$ cat config.mk
export PLATFORM = sky130hd
export DESIGN_NAME = energy_accumulator_kwh_flat
export DESIGN_NICKNAME = d
export VERILOG_FILES = /design/src/hw/rtl/eak_pkg.sv /design/src/hw/rtl/eak_if.sv /design/src/hw/rtl/eak_cfg.sv /design/src/hw/rtl/eak_div.sv /design/src/hw/rtl/eak_core.sv /design/src/hw/rtl/energy_accumulator_kwh.sv /design/src/flat_wrapper.sv
export VERILOG_INCLUDE_DIRS = /design/src /design/src/hw/rtl
export SDC_FILE = /design/constraint.sdc
export NUM_CORES = 1
export LEC_CHECK = 0
export BUFFER_PORTS_ARGS = -buffer_cell sky130_fd_sc_hd__buf_4
export CORE_AREA = 8 8 271 273
export CTS_BUF_LIST = sky130_fd_sc_hd__clkbuf_4 sky130_fd_sc_hd__clkbuf_8
export DETAILED_ROUTE_END_ITERATION = 7
export DIE_AREA = 0 0 279 281
export GPL_TIMING_DRIVEN = 1
export MAX_ROUTING_LAYER = met4
export SLEW_MARGIN = 30
export SYNTH_ARGS = -nofsm -noshare
export SYNTH_HDL_FRONTEND = slang
export SYNTH_SLANG_ARGS = --single-unit
$ cat constraint.sdc
create_clock -name clk -period 14.48 [get_ports clk]
set_input_delay 0 -clock clk [delete_from_list [all_inputs] [get_ports clk]]
set_output_delay 0 -clock clk [all_outputs]
set_load 0.05 [all_outputs]
$ cat src/hw/rtl/energy_accumulator_kwh_defines.svh
// assertion macros for the energy accumulator
`ifndef ENERGY_ACCUMULATOR_KWH_DEFINES_SVH
`define ENERGY_ACCUMULATOR_KWH_DEFINES_SVH

// same-cycle implication, sampled on clk, off during reset
`define EAK_ASSERT_NOW(label, ante, cons) \
  label: assert property (@(posedge clk) disable iff (!rst_n) (ante) |-> (cons)) \
    else $error("energy accumulator check failed");

// next-cycle implication, sampled on clk, off during reset
`define EAK_ASSERT_NEXT(label, ante, cons) \
  label: assert property (@(posedge clk) disable iff (!rst_n) (ante) |=> (cons)) \
    else $error("energy accumulator check failed");

`endif

$ cat src/hw/rtl/eak_pkg.sv
// shared types and constants of the energy accumulator
package eak_pkg;

  localparam int POWER_BITS_DEF = 16;
  localparam int SUM_BITS_DEF   = 32;

  localparam int CMD_W   = 2;
  localparam int WATTS_W = 16;
  localparam int LWH_W   = 16;
  localparam int LKWH_W  = 16;
  localparam int TOT_W   = 26;
  localparam int CNT_W   = 8;
  localparam int DIV_W   = 24;

  localparam int KWH_WH = 1000;

  localparam int ADDR_W = 4;
  localparam int DATA_W = 32;

  localparam logic [CMD_W-1:0] CMD_TICK    = 2'd0;
  localparam logic [CMD_W-1:0] CMD_CLEAR   = 2'd1;
  localparam logic [CMD_W-1:0] CMD_RESTORE = 2'd2;

  localparam logic [1:0] REG_TPS = 2'd0;
  localparam logic [1:0] REG_SPU = 2'd1;
  localparam logic [1:0] REG_DIV = 2'd2;

  localparam logic [CNT_W-1:0] TPS_RST = 8'd60;
  localparam logic [CNT_W-1:0] SPU_RST = 8'd60;
  localparam logic [DIV_W-1:0] DIV_RST = 24'd216000;

  typedef struct packed {
    logic [CNT_W-1:0] tps;
    logic [CNT_W-1:0] spu;
    logic [DIV_W-1:0] divisor;
  } cfg_t;

  typedef struct packed {
    logic idle;
    logic div_busy;
  } core_stat_t;

endpackage

$ cat src/hw/rtl/eak_if.sv
// input and result channel interfaces of the energy accumulator
interface eak_in_if;
  logic                        valid;
  logic                        ready;
  logic [eak_pkg::CMD_W-1:0]   command;
  logic [eak_pkg::WATTS_W-1:0] watts;
  logic [eak_pkg::LWH_W-1:0]   stored_wh;
  logic                        stored_wh_ok;
  logic [eak_pkg::LKWH_W-1:0]  stored_kwh;
  logic                        stored_kwh_ok;

  modport source (output valid, command, watts, stored_wh, stored_wh_ok, stored_kwh,
                  stored_kwh_ok, input ready);
  modport sink (input valid, command, watts, stored_wh, stored_wh_ok, stored_kwh,
                stored_kwh_ok, output ready);
endinterface

interface eak_out_if;
  logic                       valid;
  logic                       ready;
  logic                       write_wh_record;
  logic                       write_kwh_record;
  logic [eak_pkg::LWH_W-1:0]  lifetime_wh;
  logic [eak_pkg::LKWH_W-1:0] lifetime_kwh;
  logic [eak_pkg::TOT_W-1:0]  lifetime_total_wh;

  modport source (output valid, write_wh_record, write_kwh_record, lifetime_wh,
                  lifetime_kwh, lifetime_total_wh, input ready);
  modport sink (input valid, write_wh_record, write_kwh_record, lifetime_wh,
                lifetime_kwh, lifetime_total_wh, output ready);
endinterface

$ cat src/hw/rtl/eak_cfg.sv
// apb-style configuration registers
module eak_cfg (
  input  logic                        clk,
  input  logic                        rst_n,
  input  logic                        psel,
  input  logic                        penable,
  input  logic                        pwrite,
  input  logic [eak_pkg::ADDR_W-1:0]  paddr,
  input  logic [eak_pkg::DATA_W-1:0]  pwdata,
  output logic [eak_pkg::DATA_W-1:0]  prdata,
  output logic                        pready,
  output eak_pkg::cfg_t               cfg
);

  logic [eak_pkg::CNT_W-1:0] tps_r;
  logic [eak_pkg::CNT_W-1:0] spu_r;
  logic [eak_pkg::DIV_W-1:0] dvs_r;
  logic                      wr_en;

  assign pready = 1'b1;
  assign wr_en  = psel && penable && pwrite;

  always_ff @(posedge clk) begin
    if (!rst_n) begin
      tps_r <= eak_pkg::TPS_RST;
      spu_r <= eak_pkg::SPU_RST;
      dvs_r <= eak_pkg::DIV_RST;
    end else if (wr_en) begin
      case (paddr[3:2])
        eak_pkg::REG_TPS: tps_r <= pwdata[eak_pkg::CNT_W-1:0];
        eak_pkg::REG_SPU: spu_r <= pwdata[eak_pkg::CNT_W-1:0];
        eak_pkg::REG_DIV: dvs_r <= pwdata[eak_pkg::DIV_W-1:0];
        default: ;
      endcase
    end
  end

  always_comb begin
    case (paddr[3:2])
      eak_pkg::REG_TPS: prdata = eak_pkg::DATA_W'(tps_r);
      eak_pkg::REG_SPU: prdata = eak_pkg::DATA_W'(spu_r);
      eak_pkg::REG_DIV: prdata = eak_pkg::DATA_W'(dvs_r);
      default:          prdata = '0;
    endcase
  end

  assign cfg.tps     = tps_r;
  assign cfg.spu     = spu_r;
  assign cfg.divisor = dvs_r;

endmodule

$ cat src/hw/rtl/eak_div.sv
// bit-serial restoring divider, one quotient bit per cycle
module eak_div #(
  parameter int DW = eak_pkg::SUM_BITS_DEF + 1
) (
  input  logic                       clk,
  input  logic                       rst_n,
  input  logic                       start,
  input  logic [DW-1:0]              dividend,
  input  logic [eak_pkg::DIV_W-1:0]  divisor,
  output logic                       busy,
  output logic                       done,
  output logic [DW-1:0]              quotient,
  output logic [eak_pkg::DIV_W-1:0]  remainder
);

  localparam int CW  = $clog2(DW + 1);
  localparam int DVW = eak_pkg::DIV_W;

  logic [DW-1:0]  acc_r, acc_nxt;
  logic [DVW-1:0] rem_r, rem_nxt;
  logic [DVW-1:0] dvs_r, dvs_nxt;
  logic [CW-1:0]  cnt_r, cnt_nxt;
  logic           busy_r, busy_nxt;
  logic           done_r, done_nxt;
  logic [DVW:0]   shifted;
  logic [DVW:0]   diff;
  logic           ge;

  assign shifted = {rem_r, acc_r[DW-1]};
  assign ge      = shifted >= {1'b0, dvs_r};
  assign diff    = shifted - {1'b0, dvs_r};

  always_comb begin
    acc_nxt  = acc_r;
    rem_nxt  = rem_r;
    dvs_nxt  = dvs_r;
    cnt_nxt  = cnt_r;
    busy_nxt = busy_r;
    done_nxt = 1'b0;
    if (start) begin
      acc_nxt  = dividend;
      rem_nxt  = '0;
      dvs_nxt  = divisor;
      cnt_nxt  = CW'(DW);
      busy_nxt = 1'b1;
    end else if (busy_r) begin
      acc_nxt = {acc_r[DW-2:0], ge};
      rem_nxt = ge ? diff[DVW-1:0] : shifted[DVW-1:0];
      cnt_nxt = cnt_r - CW'(1);
      if (cnt_r == CW'(1)) begin
        busy_nxt = 1'b0;
        done_nxt = 1'b1;
      end
    end
  end

  always_ff @(posedge clk) begin
    if (!rst_n) begin
      cnt_r  <= '0;
      busy_r <= 1'b0;
      done_r <= 1'b0;
    end else begin
      cnt_r  <= cnt_nxt;
      busy_r <= busy_nxt;
      done_r <= done_nxt;
    end
    acc_r <= acc_nxt;
    rem_r <= rem_nxt;
    dvs_r <= dvs_nxt;
  end

  assign busy      = busy_r;
  assign done      = done_r;
  assign quotient  = acc_r;
  assign remainder = rem_r;

endmodule

$ cat src/hw/rtl/eak_core.sv
// accumulator state, command sequencer and result register
module eak_core #(
  parameter int POWER_BITS = eak_pkg::POWER_BITS_DEF,
  parameter int SUM_BITS   = eak_pkg::SUM_BITS_DEF
) (
  input  logic                clk,
  input  logic                rst_n,
  input  eak_pkg::cfg_t       cfg,
  eak_in_if.sink              in_ch,
  eak_out_if.source           out_ch,
  output eak_pkg::core_stat_t stat
);

  localparam int DW     = SUM_BITS + 1;
  localparam int PW_EFF = (POWER_BITS < eak_pkg::WATTS_W) ? POWER_BITS : eak_pkg::WATTS_W;
  localparam int LWH    = eak_pkg::LWH_W;
  localparam int LKWH   = eak_pkg::LKWH_W;
  localparam int CW     = eak_pkg::CNT_W;

  localparam logic [2:0] ST_IDLE = 3'd0;
  localparam logic [2:0] ST_EXEC = 3'd1;
  localparam logic [2:0] ST_DIV1 = 3'd2;
  localparam logic [2:0] ST_DIV2 = 3'd3;
  localparam logic [2:0] ST_EMIT = 3'd4;

  logic [2:0] state_r, state_nxt;

  // latched item
  logic [eak_pkg::CMD_W-1:0]   cmd_r;
  logic [eak_pkg::WATTS_W-1:0] watts_r;
  logic [LWH-1:0]              swh_r;
  logic                        swh_ok_r;
  logic [LKWH-1:0]             skwh_r;
  logic                        skwh_ok_r;

  logic [CW-1:0]       tick_cnt_r, tick_cnt_nxt;
  logic [SUM_BITS-1:0] sec_sum_r, sec_sum_nxt;
  logic [CW-1:0]       sec_cnt_r, sec_cnt_nxt;
  logic [SUM_BITS-1:0] int_sum_r, int_sum_nxt;
  logic [LWH-1:0]      life_wh_r, life_wh_nxt;
  logic [LKWH-1:0]     life_kwh_r, life_kwh_nxt;
  logic                wflag_r, wflag_nxt;
  logic                kflag_r, kflag_nxt;

  logic                       out_valid_r, out_valid_nxt;
  logic                       out_wflag_r;
  logic                       out_kflag_r;
  logic [LWH-1:0]             out_wh_r;
  logic [LKWH-1:0]            out_kwh_r;
  logic [eak_pkg::TOT_W-1:0]  out_tot_r;
  logic                       out_load;
  logic [eak_pkg::TOT_W-1:0]  tot_calc;

  logic                      in_acc;
  logic                      div_start;
  logic [DW-1:0]             div_dend;
  logic [eak_pkg::DIV_W-1:0] div_dvs;
  logic [eak_pkg::DIV_W-1:0] cfg_dvs;
  logic                      div_busy;
  logic                      div_done;
  logic [DW-1:0]             div_quo;
  logic [eak_pkg::DIV_W-1:0] div_rem;

  logic [SUM_BITS-1:0] watts_ext;
  logic [SUM_BITS:0]   ss_wide;
  logic [SUM_BITS-1:0] ss_sum;
  logic [SUM_BITS:0]   is_wide;
  logic [SUM_BITS-1:0] is_sum;
  logic [CW-1:0]       tc_inc;
  logic [CW-1:0]       sc_inc;
  logic [DW-1:0]       total;
  logic [LKWH:0]       kwh_wide;
  logic [LKWH-1:0]     kwh_sat;

  eak_div #(.DW(DW)) u_div (
    .clk       (clk),
    .rst_n     (rst_n),
    .start     (div_start),
    .dividend  (div_dend),
    .divisor   (div_dvs),
    .busy      (div_busy),
    .done      (div_done),
    .quotient  (div_quo),
    .remainder (div_rem)
  );

  assign in_ch.ready = (state_r == ST_IDLE);
  assign in_acc      = in_ch.valid && in_ch.ready;

  assign watts_ext = {{(SUM_BITS-PW_EFF){1'b0}}, watts_r[PW_EFF-1:0]};
  assign ss_wide   = {1'b0, sec_sum_r} + {1'b0, watts_ext};
  assign ss_sum    = ss_wide[SUM_BITS] ? '1 : ss_wide[SUM_BITS-1:0];
  assign is_wide   = {1'b0, int_sum_r} + {1'b0, ss_sum};
  assign is_sum    = is_wide[SUM_BITS] ? '1 : is_wide[SUM_BITS-1:0];
  assign tc_inc    = tick_cnt_r + CW'(1);
  assign sc_inc    = sec_cnt_r + CW'(1);
  assign cfg_dvs   = (cfg.divisor == '0) ? eak_pkg::DIV_W'(1) : cfg.divisor;

  assign total    = {{(DW-LWH){1'b0}}, life_wh_r} + div_quo;
  assign kwh_wide = {1'b0, life_kwh_r} + {1'b0, div_quo[LKWH-1:0]};
  assign kwh_sat  = ((|div_quo[DW-1:LKWH]) || kwh_wide[LKWH]) ? '1 : kwh_wide[LKWH-1:0];

  assign tot_calc = eak_pkg::TOT_W'(life_wh_r)
                  + eak_pkg::TOT_W'(life_kwh_r) * eak_pkg::TOT_W'(eak_pkg::KWH_WH);

  always_comb begin
    state_nxt    = state_r;
    tick_cnt_nxt = tick_cnt_r;
    sec_sum_nxt  = sec_sum_r;
    sec_cnt_nxt  = sec_cnt_r;
    int_sum_nxt  = int_sum_r;
    life_wh_nxt  = life_wh_r;
    life_kwh_nxt = life_kwh_r;
    wflag_nxt    = wflag_r;
    kflag_nxt    = kflag_r;
    div_start    = 1'b0;
    div_dend     = {1'b0, is_sum};
    div_dvs      = cfg_dvs;
    out_load     = 1'b0;
    case (state_r)
      ST_IDLE: begin
        if (in_ch.valid) begin
          state_nxt = ST_EXEC;
        end
      end
      ST_EXEC: begin
        wflag_nxt = 1'b0;
        kflag_nxt = 1'b0;
        state_nxt = ST_EMIT;
        case (cmd_r)
          eak_pkg::CMD_TICK: begin
            if (tc_inc >= cfg.tps) begin
              sec_sum_nxt  = '0;
              tick_cnt_nxt = '0;
              if (sc_inc >= cfg.spu) begin
                div_start   = 1'b1;
                sec_cnt_nxt = '0;
                int_sum_nxt = '0;
                state_nxt   = ST_DIV1;
              end else begin
                sec_cnt_nxt = sc_inc;
                int_sum_nxt = is_sum;
              end
            end else begin
              sec_sum_nxt  = ss_sum;
              tick_cnt_nxt = tc_inc;
            end
          end
          eak_pkg::CMD_CLEAR: begin
            tick_cnt_nxt = '0;
            sec_sum_nxt  = '0;
            sec_cnt_nxt  = '0;
            int_sum_nxt  = '0;
            life_wh_nxt  = '0;
            life_kwh_nxt = '0;
            wflag_nxt    = 1'b1;
            kflag_nxt    = 1'b1;
          end
          eak_pkg::CMD_RESTORE: begin
            life_wh_nxt  = swh_ok_r ? swh_r : '0;
            wflag_nxt    = !swh_ok_r;
            life_kwh_nxt = skwh_ok_r ? skwh_r : '0;
            kflag_nxt    = !skwh_ok_r;
          end
          default: ;
        endcase
      end
      ST_DIV1: begin
        if (div_done) begin
          state_nxt = ST_EMIT;
          if (div_quo != '0) begin
            if (total >= DW'(eak_pkg::KWH_WH)) begin
              div_start = 1'b1;
              div_dend  = total;
              div_dvs   = eak_pkg::DIV_W'(eak_pkg::KWH_WH);
              state_nxt = ST_DIV2;
            end else begin
              life_wh_nxt = total[LWH-1:0];
              wflag_nxt   = 1'b1;
            end
          end
        end
      end
      ST_DIV2: begin
        if (div_done) begin
          life_kwh_nxt = kwh_sat;
          life_wh_nxt  = LWH'(div_rem);
          wflag_nxt    = 1'b1;
          kflag_nxt    = 1'b1;
          state_nxt    = ST_EMIT;
        end
      end
      ST_EMIT: begin
        if (!out_valid_r || out_ch.ready) begin
          out_load  = 1'b1;
          state_nxt = ST_IDLE;
        end
      end
      default: state_nxt = ST_IDLE;
    endcase
  end

  always_comb begin
    out_valid_nxt = out_valid_r;
    if (out_ch.ready) begin
      out_valid_nxt = 1'b0;
    end
    if (out_load) begin
      out_valid_nxt = 1'b1;
    end
  end

  always_ff @(posedge clk) begin
    if (!rst_n) begin
      state_r     <= ST_IDLE;
      tick_cnt_r  <= '0;
      sec_sum_r   <= '0;
      sec_cnt_r   <= '0;
      int_sum_r   <= '0;
      life_wh_r   <= '0;
      life_kwh_r  <= '0;
      wflag_r     <= 1'b0;
      kflag_r     <= 1'b0;
      out_valid_r <= 1'b0;
    end else begin
      state_r     <= state_nxt;
      tick_cnt_r  <= tick_cnt_nxt;
      sec_sum_r   <= sec_sum_nxt;
      sec_cnt_r   <= sec_cnt_nxt;
      int_sum_r   <= int_sum_nxt;
      life_wh_r   <= life_wh_nxt;
      life_kwh_r  <= life_kwh_nxt;
      wflag_r     <= wflag_nxt;
      kflag_r     <= kflag_nxt;
      out_valid_r <= out_valid_nxt;
    end
  end

  always_ff @(posedge clk) begin
    if (in_acc) begin
      cmd_r     <= in_ch.command;
      watts_r   <= in_ch.watts;
      swh_r     <= in_ch.stored_wh;
      swh_ok_r  <= in_ch.stored_wh_ok;
      skwh_r    <= in_ch.stored_kwh;
      skwh_ok_r <= in_ch.stored_kwh_ok;
    end
    if (out_load) begin
      out_wflag_r <= wflag_r;
      out_kflag_r <= kflag_r;
      out_wh_r    <= life_wh_r;
      out_kwh_r   <= life_kwh_r;
      out_tot_r   <= tot_calc;
    end
  end

  assign out_ch.valid             = out_valid_r;
  assign out_ch.write_wh_record   = out_wflag_r;
  assign out_ch.write_kwh_record  = out_kflag_r;
  assign out_ch.lifetime_wh       = out_wh_r;
  assign out_ch.lifetime_kwh      = out_kwh_r;
  assign out_ch.lifetime_total_wh = out_tot_r;

  assign stat.idle     = (state_r == ST_IDLE);
  assign stat.div_busy = div_busy;

endmodule

$ cat src/hw/rtl/energy_accumulator_kwh.sv
// top level of the lifetime energy meter
// in_ch carries one command beat: tick with a watts sample, clear, or restore of the
// stored watt-hour and kilowatt-hour records with their checksum flags.
// out_ch returns exactly one result beat per command: the record write flags and
// the lifetime watt-hours, kilowatt-hours and their combined total.
// the apb-style port holds ticks per second, seconds per update and the divisor;
// write it only while no command is in flight.
// a plain tick, a clear or a restore goes from accept through the exec and emit states,
// and the sequencer returns to idle for the next command once its result is loaded.
// a tick that closes an update interval runs the bit-serial divider, one quotient
// bit per cycle over SUM_BITS+1 bits, once for watt-hours and once more by 1000
// when a thousand carries, before the emit state loads the result.
// one command is in work at a time.
// in_ch.ready is high only when the sequencer is idle; the result register lets a
// new command start while the last result still waits on out_ch.
// a stalled receiver holds the result in place and the next result waits for it.
// reset (synchronous, rst_n low) clears all sums, counters and lifetime records and
// loads the register defaults; no result is pending after reset.
`include "energy_accumulator_kwh_defines.svh"

module energy_accumulator_kwh #(
  parameter int POWER_BITS = eak_pkg::POWER_BITS_DEF,
  parameter int SUM_BITS   = eak_pkg::SUM_BITS_DEF
) (
  input  logic                        clk,
  input  logic                        rst_n,
  eak_in_if.sink                      in_ch,
  eak_out_if.source                   out_ch,
  input  logic                        psel,
  input  logic                        penable,
  input  logic                        pwrite,
  input  logic [eak_pkg::ADDR_W-1:0]  paddr,
  input  logic [eak_pkg::DATA_W-1:0]  pwdata,
  output logic [eak_pkg::DATA_W-1:0]  prdata,
  output logic                        pready
);

  eak_pkg::cfg_t       cfg;
  eak_pkg::core_stat_t stat;

  eak_cfg u_cfg (
    .clk     (clk),
    .rst_n   (rst_n),
    .psel    (psel),
    .penable (penable),
    .pwrite  (pwrite),
    .paddr   (paddr),
    .pwdata  (pwdata),
    .prdata  (prdata),
    .pready  (pready),
    .cfg     (cfg)
  );

  eak_core #(
    .POWER_BITS (POWER_BITS),
    .SUM_BITS   (SUM_BITS)
  ) u_core (
    .clk    (clk),
    .rst_n  (rst_n),
    .cfg    (cfg),
    .in_ch  (in_ch),
    .out_ch (out_ch),
    .stat   (stat)
  );

  `EAK_ASSERT_NEXT(a_accept_starts_work, in_ch.valid && in_ch.ready, !stat.idle)
  `EAK_ASSERT_NOW(a_idle_div_quiet, stat.idle, !stat.div_busy)
  `EAK_ASSERT_NOW(a_ready_only_idle, in_ch.ready, stat.idle)
  `EAK_ASSERT_NOW(a_total_matches, out_ch.valid,
    out_ch.lifetime_total_wh == (eak_pkg::TOT_W'(out_ch.lifetime_wh) +
      eak_pkg::TOT_W'(out_ch.lifetime_kwh) * eak_pkg::TOT_W'(eak_pkg::KWH_WH)))

endmodule
$ cat src/flat_wrapper.sv
// flat-port wrapper written by rule: the top's interface ports become plain ports
module energy_accumulator_kwh_flat 
#(
  parameter int POWER_BITS = eak_pkg::POWER_BITS_DEF,
  parameter int SUM_BITS   = eak_pkg::SUM_BITS_DEF
)
  (clk, rst_n, psel, penable, pwrite, paddr, pwdata, prdata, pready, in_ch_valid, in_ch_command, in_ch_watts, in_ch_stored_wh, in_ch_stored_wh_ok, in_ch_stored_kwh, in_ch_stored_kwh_ok, in_ch_ready, out_ch_valid, out_ch_write_wh_record, out_ch_write_kwh_record, out_ch_lifetime_wh, out_ch_lifetime_kwh, out_ch_lifetime_total_wh, out_ch_ready);
  eak_in_if in_ch_i ();
  eak_out_if out_ch_i ();
  input  logic clk;
  input  logic rst_n;
  input  logic psel;
  input  logic penable;
  input  logic pwrite;
  input  logic [eak_pkg::ADDR_W-1:0] paddr;
  input  logic [eak_pkg::DATA_W-1:0] pwdata;
  output logic [eak_pkg::DATA_W-1:0] prdata;
  output logic pready;
  input wire logic [$bits(in_ch_i.valid)-1:0] in_ch_valid;
  input wire logic [$bits(in_ch_i.command)-1:0] in_ch_command;
  input wire logic [$bits(in_ch_i.watts)-1:0] in_ch_watts;
  input wire logic [$bits(in_ch_i.stored_wh)-1:0] in_ch_stored_wh;
  input wire logic [$bits(in_ch_i.stored_wh_ok)-1:0] in_ch_stored_wh_ok;
  input wire logic [$bits(in_ch_i.stored_kwh)-1:0] in_ch_stored_kwh;
  input wire logic [$bits(in_ch_i.stored_kwh_ok)-1:0] in_ch_stored_kwh_ok;
  output wire logic [$bits(in_ch_i.ready)-1:0] in_ch_ready;
  output wire logic [$bits(out_ch_i.valid)-1:0] out_ch_valid;
  output wire logic [$bits(out_ch_i.write_wh_record)-1:0] out_ch_write_wh_record;
  output wire logic [$bits(out_ch_i.write_kwh_record)-1:0] out_ch_write_kwh_record;
  output wire logic [$bits(out_ch_i.lifetime_wh)-1:0] out_ch_lifetime_wh;
  output wire logic [$bits(out_ch_i.lifetime_kwh)-1:0] out_ch_lifetime_kwh;
  output wire logic [$bits(out_ch_i.lifetime_total_wh)-1:0] out_ch_lifetime_total_wh;
  input wire logic [$bits(out_ch_i.ready)-1:0] out_ch_ready;
  assign in_ch_i.valid = in_ch_valid;
  assign in_ch_i.command = in_ch_command;
  assign in_ch_i.watts = in_ch_watts;
  assign in_ch_i.stored_wh = in_ch_stored_wh;
  assign in_ch_i.stored_wh_ok = in_ch_stored_wh_ok;
  assign in_ch_i.stored_kwh = in_ch_stored_kwh;
  assign in_ch_i.stored_kwh_ok = in_ch_stored_kwh_ok;
  assign in_ch_ready = in_ch_i.ready;
  assign out_ch_valid = out_ch_i.valid;
  assign out_ch_write_wh_record = out_ch_i.write_wh_record;
  assign out_ch_write_kwh_record = out_ch_i.write_kwh_record;
  assign out_ch_lifetime_wh = out_ch_i.lifetime_wh;
  assign out_ch_lifetime_kwh = out_ch_i.lifetime_kwh;
  assign out_ch_lifetime_total_wh = out_ch_i.lifetime_total_wh;
  assign out_ch_i.ready = out_ch_ready;
  energy_accumulator_kwh #(.POWER_BITS(POWER_BITS), .SUM_BITS(SUM_BITS)) u_core (.clk(clk), .rst_n(rst_n), .in_ch(in_ch_i), .out_ch(out_ch_i), .psel(psel), .penable(penable), .pwrite(pwrite), .paddr(paddr), .pwdata(pwdata), .prdata(prdata), .pready(pready));
endmodule
* After elaboration in Yosys (flattened, before gate mapping)
Cells that the tools add are included.
** Storage, ports and cells
- Bits in registers :: 359
- Input bits :: 95
- Output and inout port bits :: 95
** Cells by class
- Add/subtract/negate cells :: 9
- Multiply operators :: 1
- Equality and inequality tests :: 17
- Order comparisons :: 4
- Reduce and logical (&&, ||, !) cells :: 31
- Muxes and demuxes :: 72
- Bitwise logic cells :: 2
** Operators with widths (count)
- $mux W33 :: 6
- $mux W32 :: 5
- $mux W24 :: 6
- $mux W16 :: 8
- $pmux W32 S2 :: 2
- $pmux W16 S2 :: 3
- $pmux W24 S3 :: 1
- $pmux W16 S3 :: 1
- $add A16 B33 Y33 :: 1
- $add A32 B16 Y33 :: 1
- $add A32 B32 Y33 :: 1
- $ge A33 B10 Y1 const B :: 1
- $reduce_bool A33 Y1 :: 1
- $pmux W8 S2 :: 2
- $mux W3 :: 9
- $add A16 B26 Y26 :: 1
- $ge A25 B24 Y1 :: 1
- $logic_not A24 Y1 :: 1
- $mux W8 :: 3
- $sub A24 B24 Y24 :: 1
- $mul A16 B7 Y23 const B :: 1
- $mux W1 :: 18
- $add A16 B16 Y17 :: 1
- $reduce_or A17 Y1 :: 1
- 31 further kinds :: 60

* Depth between registers and ports, before layout
Gate-level depths: netlist (run 1).
- Depth in word-level cells :: 9
- Mapped depth :: 27

* Cells and area by module
Synthesis (run 1) repeated with hierarchy kept, for this count alone.
** Unflattened totals
- Cell total of the unflattened synthesis :: 2771
- Area total of the unflattened synthesis :: 25498.2 um2
** Modules (own cells, without submodules)
- eak_core :: cells an instance 2098, area an instance 18684.2 um2, sequential area each 5635.4 um2, times used 1
- eak_div :: cells an instance 447, area an instance 4842.1 um2, sequential area each 2352.3 um2, times used 1
- eak_cfg :: cells an instance 226, area an instance 1971.9 um2, sequential area each 800.8 um2, times used 1

* Least setup slack after synthesis (run 1)
Ideal clock, no wire load.
- Path type :: register to register
- Start point :: reg u_core.u_core.watts_r[0] (netlist bit)
- End point :: reg u_core.u_core.u_div.acc_r[30], in the netlist u_core.u_core.u_div.quotient[30] (data pin)
- Cell stages (with the launch flop) :: 25
- Required time :: 14226 ps
- Arrival :: 5260 ps
- Path buffers :: 2
- Setup slack :: 8966 ps
- Path through :: edfxtp_1 -> ha_1 -> fa_1 -> a21o_1 -> a21oi_1 -> o21ai_0 -> nand2_1 -> a31oi_1 -> a41oi_1 -> a211oi_2 -> nand2_1 -> clkbuf_1 -> nand2_1 -> ha_1 -> a21o_1 -> nor3_1 -> a21oi_1 -> o31ai_1 -> a21oi_1 -> a31oi_1 -> o31ai_1 -> o21ai_1 -> clkbuf_1 -> o21ai_0 -> a21o_1
** Between the ends
- Longest elaborated chain between the ends :: 9
** RTL lines
- start, declared :: line eak_core.sv:30 : logic [eak_pkg::WATTS_W-1:0] watts_r;
- start signal, assigned :: line eak_core.sv:242 : watts_r <= in_ch.watts;
- $add A32 B16 Y33 * :: line eak_core.sv:91 : assign ss_wide = {1'b0, sec_sum_r} + {1'b0, watts_ext};
- $mux W32 * :: line eak_core.sv:92 : assign ss_sum = ss_wide[SUM_BITS] ? '1 : ss_wide[SUM_BITS-1:0];
- $add A32 B32 Y33 * :: line eak_core.sv:93 : assign is_wide = {1'b0, int_sum_r} + {1'b0, ss_sum};
- $mux W32 * :: line eak_core.sv:94 : assign is_sum = is_wide[SUM_BITS] ? '1 : is_wide[SUM_BITS-1:0];
- $mux W33 :: line eak_core.sv:172 : if (total >= DW'(eak_pkg::KWH_WH)) begin
- $mux W33 :: line eak_core.sv:171 : if (div_quo != '0) begin
- $mux W33 :: line eak_core.sv:169 : if (div_done) begin
- $mux W33 * :: line eak_core.sv:120 : case (state_r)
- $mux W33 * :: line eak_div.sv:40 : if (start) begin
- net u_core.u_core.u_div.acc_nxt[30] :: line eak_div.sv:19 : logic [DW-1:0] acc_r, acc_nxt;
- end signal, assigned :: line eak_div.sv:67 : acc_r <= acc_nxt;
- end, declared :: line eak_div.sv:19
Mark *: on every way through the listed nets, which the timed path passes. The rest lies on a longest branch.
A chain may end at the register's enable or synchronous reset.

* Final worst setup path (run 1)
- Start point :: reg u_core.u_core.watts_r[0] (netlist bit)
- End point :: reg u_core.u_core.u_div.acc_r[20], in the netlist u_core.u_core.u_div.quotient[20] (data pin)
Same word-level chain as after synthesis.

==> impl_metrics.json, run 1 <==
{
  "hpwl_um": 47800,
  "drc": 0,
  "crit_path_start_kind": "flip-flop",
  "gp_congestion": 0.900,
  "avgRoutedWirePerCell_um": 17.3,
  "synthArstFlopShare_pct": 0,
  "max_freq_mhz": 141,
  "crit_required_ns": 14.85,
  "routed_wl_um": 67100,
  "htreeDepth": 3,
  "ff2ff_path_depth": 27,
  "grt-ovfl-total": 0,
  "syn_area_um2": 24000,
  "dieWidth_um": 279,
  "ys_ff_latch": 356,
  "ys_types": 91,
  "period_share_pct": 49.0,
  "slowest_delay_ns": 0.56,
  "hold_depth": 2,
  "path_buf_inv": 3,
  "drt-initial-drc-count": 1426,
  "ys_seq_area_share_pct": 36.6,
  "final-hold-violation-count": 0,
  "end_kind": "flip-flop",
  "arrival_ns": 7.47,
  "num_vias": 20200,
  "p_leak_nw": 11.9,
  "cap_violations": 0,
  "finalHoldWorstSlack_ns": 0.0599,
  "holdCritStartpoint": "in_ch_stored_wh[9]",
  "reg2reg_to": "u_core.u_core.u_div.quotient[20]",
  "first_pass_iters": 6,
  "avgSynthCellArea_um2": 9.20,
  "skew_ns": 0.0384,
  "setup_viol": 0,
  "layout_common_cells": "266 x nand2_1, 213 x a21oi_1, 193 x ha_1",
  "cts_buffers": 68,
  "syn_inst": 2609,
  "grtUsageTotal_pct": 17.2,
  "r2r_start": "u_core.u_core.watts_r[0]",
  "outcome": "completed",
  "nets": 3238,
  "syn_to_final_growth_pct": 20.7,
  "utilization_pct": 41.8,
  "path_delay_family": "compound AO/OA/AOI/OAI gates",
  "floorplan.initialDensity_pct": 34.6,
  "antenna_left": 0,
  "fin_setup_tns_ns": 0,
  "cp_max_fo": 31,
  "whs_endpoint": "u_core.u_core.swh_r[9]",
  "fin_area_um2": 29000,
  "worst_path_max_delay_cell": "a31oi_1",
  "ff2ff_setup_slack_ns": 7.39,
  "grt_pass1_vias": 19500,
  "layout_min_cycle_time_ns": 7.09,
  "pin_count": 190,
  "cts_sinks": 356,
  "avgViaCountPerCell": 5.18,
  "clkLatencyLatePin_ns": 0.67,
  "drive_above_1_share_pct": 12.8,
  "mostFrequentLayoutCell": "nand2_1",
  "clk_root_buffer_cell": "clkbuf_8",
  "power_mw": 2.62,
  "maxSlewHeadroom_pct": 39.2,
  "hold_class": "in -> reg",
  "fp-row-count": 97,
  "drv_slew": 0,
  "cts.clk_slew.worst_paths_ns": 0.06,
  "crit_type": "reg -> reg",
  "synth_warnings": 0,
  "antenna_found_initial": 2,
  "synth_edf_count": 166,
  "die_area_um2": 78400,
  "die_y_um": 281,
  "coreArea_um2": 69300,
  "worstMarginPinSlew_ns": 0.911,
  "vdd_ir_drop_max_uv": 74.6,
  "powerDensity_nw_per_um2": 90.4,
  "dpl_cell_area_um2": 26200,
  "grt_pass1_wl_um": 106000,
  "cts_resized": 0,
  "rsz0062_at_grt": "no",
  "cts_tree": "yes",
  "clk_path_buf_depth": 3,
  "portBuffers": 170,
  "grt_max_degree": 68,
  "synthFlopType": "dfxtp_1"
}
[cell usage after synthesis (40+ instances only)]
cell | instances | area [um2]
edfxtp_1 | 166 | 4980
a21o_1 | 50 | 375
xnor2_1 | 92 | 806
nand3_1 | 62 | 310
a22oi_1 | 49 | 368
clkbuf_1 | 89 | 334
ha_1 | 193 | 2410
a21oi_1 | 214 | 1070
o21ai_0 | 133 | 666
xor2_1 | 61 | 534
nor2b_1 | 42 | 263
fa_1 | 60 | 1200
dfxtp_1 | 190 | 3800
nand2_1 | 266 | 998
nor3_1 | 40 | 200
nor2_1 | 184 | 691
mux2i_1 | 63 | 631
inv_1 | 164 | 616
[power by group]
part | internal (mW) | total (mW) | switching (mW)
Combinational | 0.171 | 0.417 | 0.246
Clock | 0.602 | 1.07 | 0.473
Sequential | 1.09 | 1.13 | 0.0354
[worst register-to-register path: stages (launching register included)]
cell,delay [ns]
edfxtp_1,0.40
ha_1,0.25
fa_1,0.41
a21o_1,0.19
a21oi_1,0.25
o21ai_0,0.19
nand2_1,0.12
a31oi_1,0.11
a41oi_1,0.40
a211oi_2,0.23
nand2_1,0.37
buf_4,0.29
nand2b_1,0.15
ha_1,0.24
inv_1,0.07
fa_1,0.19
nand2b_1,0.15
a21o_1,0.16
a21oi_1,0.09
o31ai_1,0.40
a21oi_1,0.22
a31oi_1,0.56
o31ai_1,0.20
o21ai_2,0.30
buf_4,0.47
nand2_1,0.16
mux2i_1,0.15
o21ai_0,0.09
[state kept, by name, indices dropped and copies added, names as in the netlist, 23 cells and up]
name                                    flops
u_core.u_cfg.dvs_r                         24
u_core.u_core.out_ch.lifetime_total_wh     23
u_core.u_core.int_sum_r                    32
u_core.u_core.u_div.dvs_r                  24
u_core.u_core.sec_sum_r                    32
u_core.u_core.u_div.remainder              24
u_core.u_core.u_div.quotient               33
[area by class of cell]
cell class                      count  area, um2
Fill cell                        6794      40300
Multi-Input combinational cell   1974      14200
Antenna cell                        4       10.0
Tap cell                          940       1180
Inverter                          166        623
Timing Repair Buffer              324       2770
Clock buffer                       95       1210
Clock inverter                     30        244
Sequential cell                   356       8790
[per-stage QoR]
stage	cells	worst slack (ns)
after floorplan	2616	8.97
after global placement	3628	7.46
after detailed placement	3630	7.41
after CTS	3885	7.38
after global routing	3888	6.76
final	3889	7.39
[how the worst max path moves through the flow]
| stage | start | to | slack (ns) | depth (start not counted) |
|---|---|---|---|---|
| after floorplan | u_core.u_core.watts_r[0] | u_core.u_core.u_div.quotient[30] | 8.97 | 24 |
| after global placement | u_core.u_core.watts_r[0] | u_core.u_core.u_div.quotient[20] | 7.46 | 27 |
| after detailed placement | u_core.u_core.watts_r[0] | u_core.u_core.u_div.quotient[20] | 7.41 | 27 |
| after CTS | u_core.u_core.watts_r[0] | u_core.u_core.u_div.quotient[20] | 7.38 | 27 |
| after global routing | u_core.u_core.watts_r[0] | u_core.u_core.u_div.quotient[20] | 6.76 | 27 |
| final | u_core.u_core.watts_r[0] | u_core.u_core.u_div.quotient[20] | 7.39 | 27 |
[timing repair]
action | in CTS | in global routing
hold buffers | 130 | 0
endpoints found under the hold margin | 100 | 0
setup endpoints to repair | 0 | 0
setup buffers | 0 | 0
[kinds of logic (layout without fill, tap and decap cells)]
group / count (synthesis) / count (layout) / synth area share (%)
AOI/OAI and AO/OA: 702 / 702 / 19.3
adders and majority gates: 253 / 253 / 15.1
DFF: 356 / 356 / 36.6
other: 2 / 13 / 0.0313
and+or+nand+nor: 788 / 788 / 15.7
xor gates and xnor gates: 154 / 154 / 5.67
buffers and inverters: 286 / 615 / 4.81
muxes: 68 / 68 / 2.86
[per-layer routing]
metal	share of wire [%]	vias to the layer above	global-route usage (%)
met2	45	533	27.0
met4	2.6	0	5.27
met5	0	-	-
met3	5.3	123	2.98
li1	-	9939	-
met1	47	9556	22.7
Note: power is estimated with default switching activity, not from simulation.
==> inputs of run 2 (changes only) <==
Clock period 14.48 ns to 5.7 ns, I/O delays scaled along.
==> run 2 against run 1 <==
  * Worst hold slack lost 0.012 ns
  * Global-route usage up 0.37 points
  * Clock power rose to 2.5 times the previous value
  * Sequential share of layout area is 0.51 points lower
  * Critical endpoint is now u_core.u_core.out_ch.lifetime_total_wh[24]
  * Largest power group unchanged
==> impl_metrics.json, run 2 (same netlist as run 1, synthesis figures left out) <==
{
  "outcome": "completed",
  "nets": 3292,
  "p_sw_share_pct": 28.5,
  "crit_path_frequent_cell": "fa_1",
  "drc": 0,
  "setup_viol": 0,
  "drive_above_1_share_pct": 16.8,
  "routed_wl_um": 68800,
  "final-hold-violation-count": 0,
  "p_comb_share_pct": 16.6,
  "clk_root_buffer_cell": "clkbuf_8",
  "grt_pass1_wl_um": 109000,
  "drt-initial-drc-count": 1399,
  "worstMarginPinSlew_ns": 0.882,
  "grt-ovfl-total": 0,
  "end_kind": "flip-flop",
  "layout_common_cells": "279 x buf_4, 266 x nand2_1, 207 x a21oi_1",
  "grtUsageTotal_pct": 17.6,
  "power_mw": 6.67,
  "arrival_ns": 5.86,
  "crit_type": "reg -> reg",
  "fillers": 6797,
  "clk_path_buf_depth": 3,
  "antenna_found_initial": 1,
  "p_sw_mw": 1.90,
  "utilization_pct": 42.6,
  "htreeDepth": 3,
  "dpl.cell_count": 3714,
  "period_share_pct": 96.3,
  "drv_slew": 0,
  "fp-row-count": 97,
  "worst_path_max_delay_cell": "fa_1",
  "die_area_um2": 78400,
  "dieWidth_um": 279,
  "p_seq_share_pct": 42.8,
  "cp_max_fo": 4,
  "pwr-share-clk_pct": 40.6,
  "cts_sinks": 356,
  "pre_cts_slack_ns": 0.0503,
  "gp_congestion": 0.928,
  "grt_max_degree": 63,
  "fin_area_um2": 29500,
  "syn_to_final_growth_pct": 22.8,
  "grt_pass1_vias": 19900,
  "instances_no_fill": 3939,
  "crit_path_start_kind": "flip-flop",
  "slowest_delay_ns": 0.52,
  "p_int_mw": 4.77,
  "crit_chain": "fa_1 -> fa_1 -> inv_1 -> fa_1 -> fa_1 -> inv_1 -> ha_4 -> o21ai_0 -> nor2_1 -> o21a_1 -> nor2_1 -> xnor2_1 -> ha_1 -> nand3_1 -> nand2_1 -> a41o_1 -> or4_4 -> a41o_1 -> a21o_1 -> and4bb_2 -> xnor2_1",
  "hpwl_um": 50300,
  "layout_min_cycle_time_ns": 5.49,
  "cts.clk_slew.worst_paths_ns": 0.06,
  "num_vias": 20400,
  "vdd_ir_drop_max_uv": 176,
  "largest_reg_flops": 33,
  "clkLatencyLatePin_ns": 0.65,
  "powerDensity_nw_per_um2": 226,
  "p_leak_nw": 12.3,
  "cts_tree": "yes",
  "crit_required_ns": 6.08,
  "pin_count": 190,
  "finalWorstSetupSlack_ns": 0.210,
  "avgViaCountPerCell": 5.19,
  "antenna_left": 0,
  "avgRoutedWirePerCell_um": 17.5,
  "skew_ns": 0.0337,
  "portBuffers": 170,
  "floorplan.initialDensity_pct": 34.6,
  "mostFrequentLayoutCell": "buf_4",
  "cap_violations": 0,
  "die_y_um": 281,
  "hold_class": "in -> reg",
  "coreArea_um2": 69300,
  "dpl_cell_area_um2": 26800,
  "maxSlewHeadroom_pct": 41.2,
  "cts_buffers": 68,
  "max_freq_mhz": 182,
  "first_pass_iters": 6
}
-- run 2: cell count changes in the layout (fill, tap and decap cells not counted), moves of 4 or more --
cell	previous run	this run
ha_1	193	188
o21ai_0	133	129
clkinv_2	11	6
a21oi_1	213	207
a21oi_2	3	8
buf_4	192	279
clkbuf_4	15	25
dlygate4sd3_1	130	93
clkinv_1	10	4
-- run 2: what timing repair did --
item / CTS / global route
endpoints found under the setup margin: 0 / 74
hold endpoints to repair: 100 / 0
setup buffers: 0 / 4
gates resized for setup: 0 / 39
hold buffers: 93 / 0
-- run 2: area by class of cell --
cell class	count	area, um2	share of cell area (%)
Clock inverter	16	134	0.454
Antenna cell	1	2.50	0.00849
Sequential cell	356	8790	29.8
Timing Repair Buffer	378	3130	10.6
Tap cell	940	1180	3.99
Inverter	166	623	2.11
Multi-Input combinational cell	1974	14300	48.5
Clock buffer	108	1330	4.51
-- run 2: worst paths after layout --
kind                               start                                          to  slack [ns]  cells after the start
max reg2reg  u_core.u_core.life_kwh_r[1]  u_core.u_core.out_ch.lifetime_total_wh[24]        0.21                     21
min                               pwrite                      u_core.u_cfg.dvs_r[21]        0.05                      6
min reg2reg        u_core.u_core.kflag_r       u_core.u_core.out_ch.write_kwh_record        0.43                      0
max          u_core.u_core.life_kwh_r[1]  u_core.u_core.out_ch.lifetime_total_wh[24]        0.21                     21
-- run 2: metal layers --
| layer | global-route usage, % | up-vias | part of all wire [%] |
|---|---|---|---|
| met3 | 2.66 | 125 | 5.4 |
| met1 | 23.0 | 9701 | 46 |
| met2 | 28.3 | 548 | 46 |
| met5 | - | - | 0 |
| li1 | - | 10100 | - |
| met4 | 4.97 | 0 | 2.6 |
-- run 2: worst max-delay path: cells and delay by family (launching register included) --
kind | cells | cell delay (ns)
fa+ha+maj | 6 | 2.61
simple gates | 6 | 1.03
compound gates | 5 | 0.90
flops | 1 | 0.34
xor+xnor | 2 | 0.23
buf+inv | 2 | 0.11
-- run 2: power by group through the flow --
stage,clock [mW],sequential [mW],combinational [mW]
global placement,0,2.91,1.04
floorplan,0,2.91,0.699
detailed placement,0,2.91,1.05
finish,2.71,2.86,1.11
CTS,2.79,2.85,1.10
global route,2.90,2.86,1.22
-- run 2: metrics by stage --
step	hold WS, ns	setup TNS (ns)
floorplan	0.0989	0
global placement	0.179	0
detailed placement	0.179	0
CTS	0.00609	0
global route	0.0308	-0.0141
finish	0.0476	0
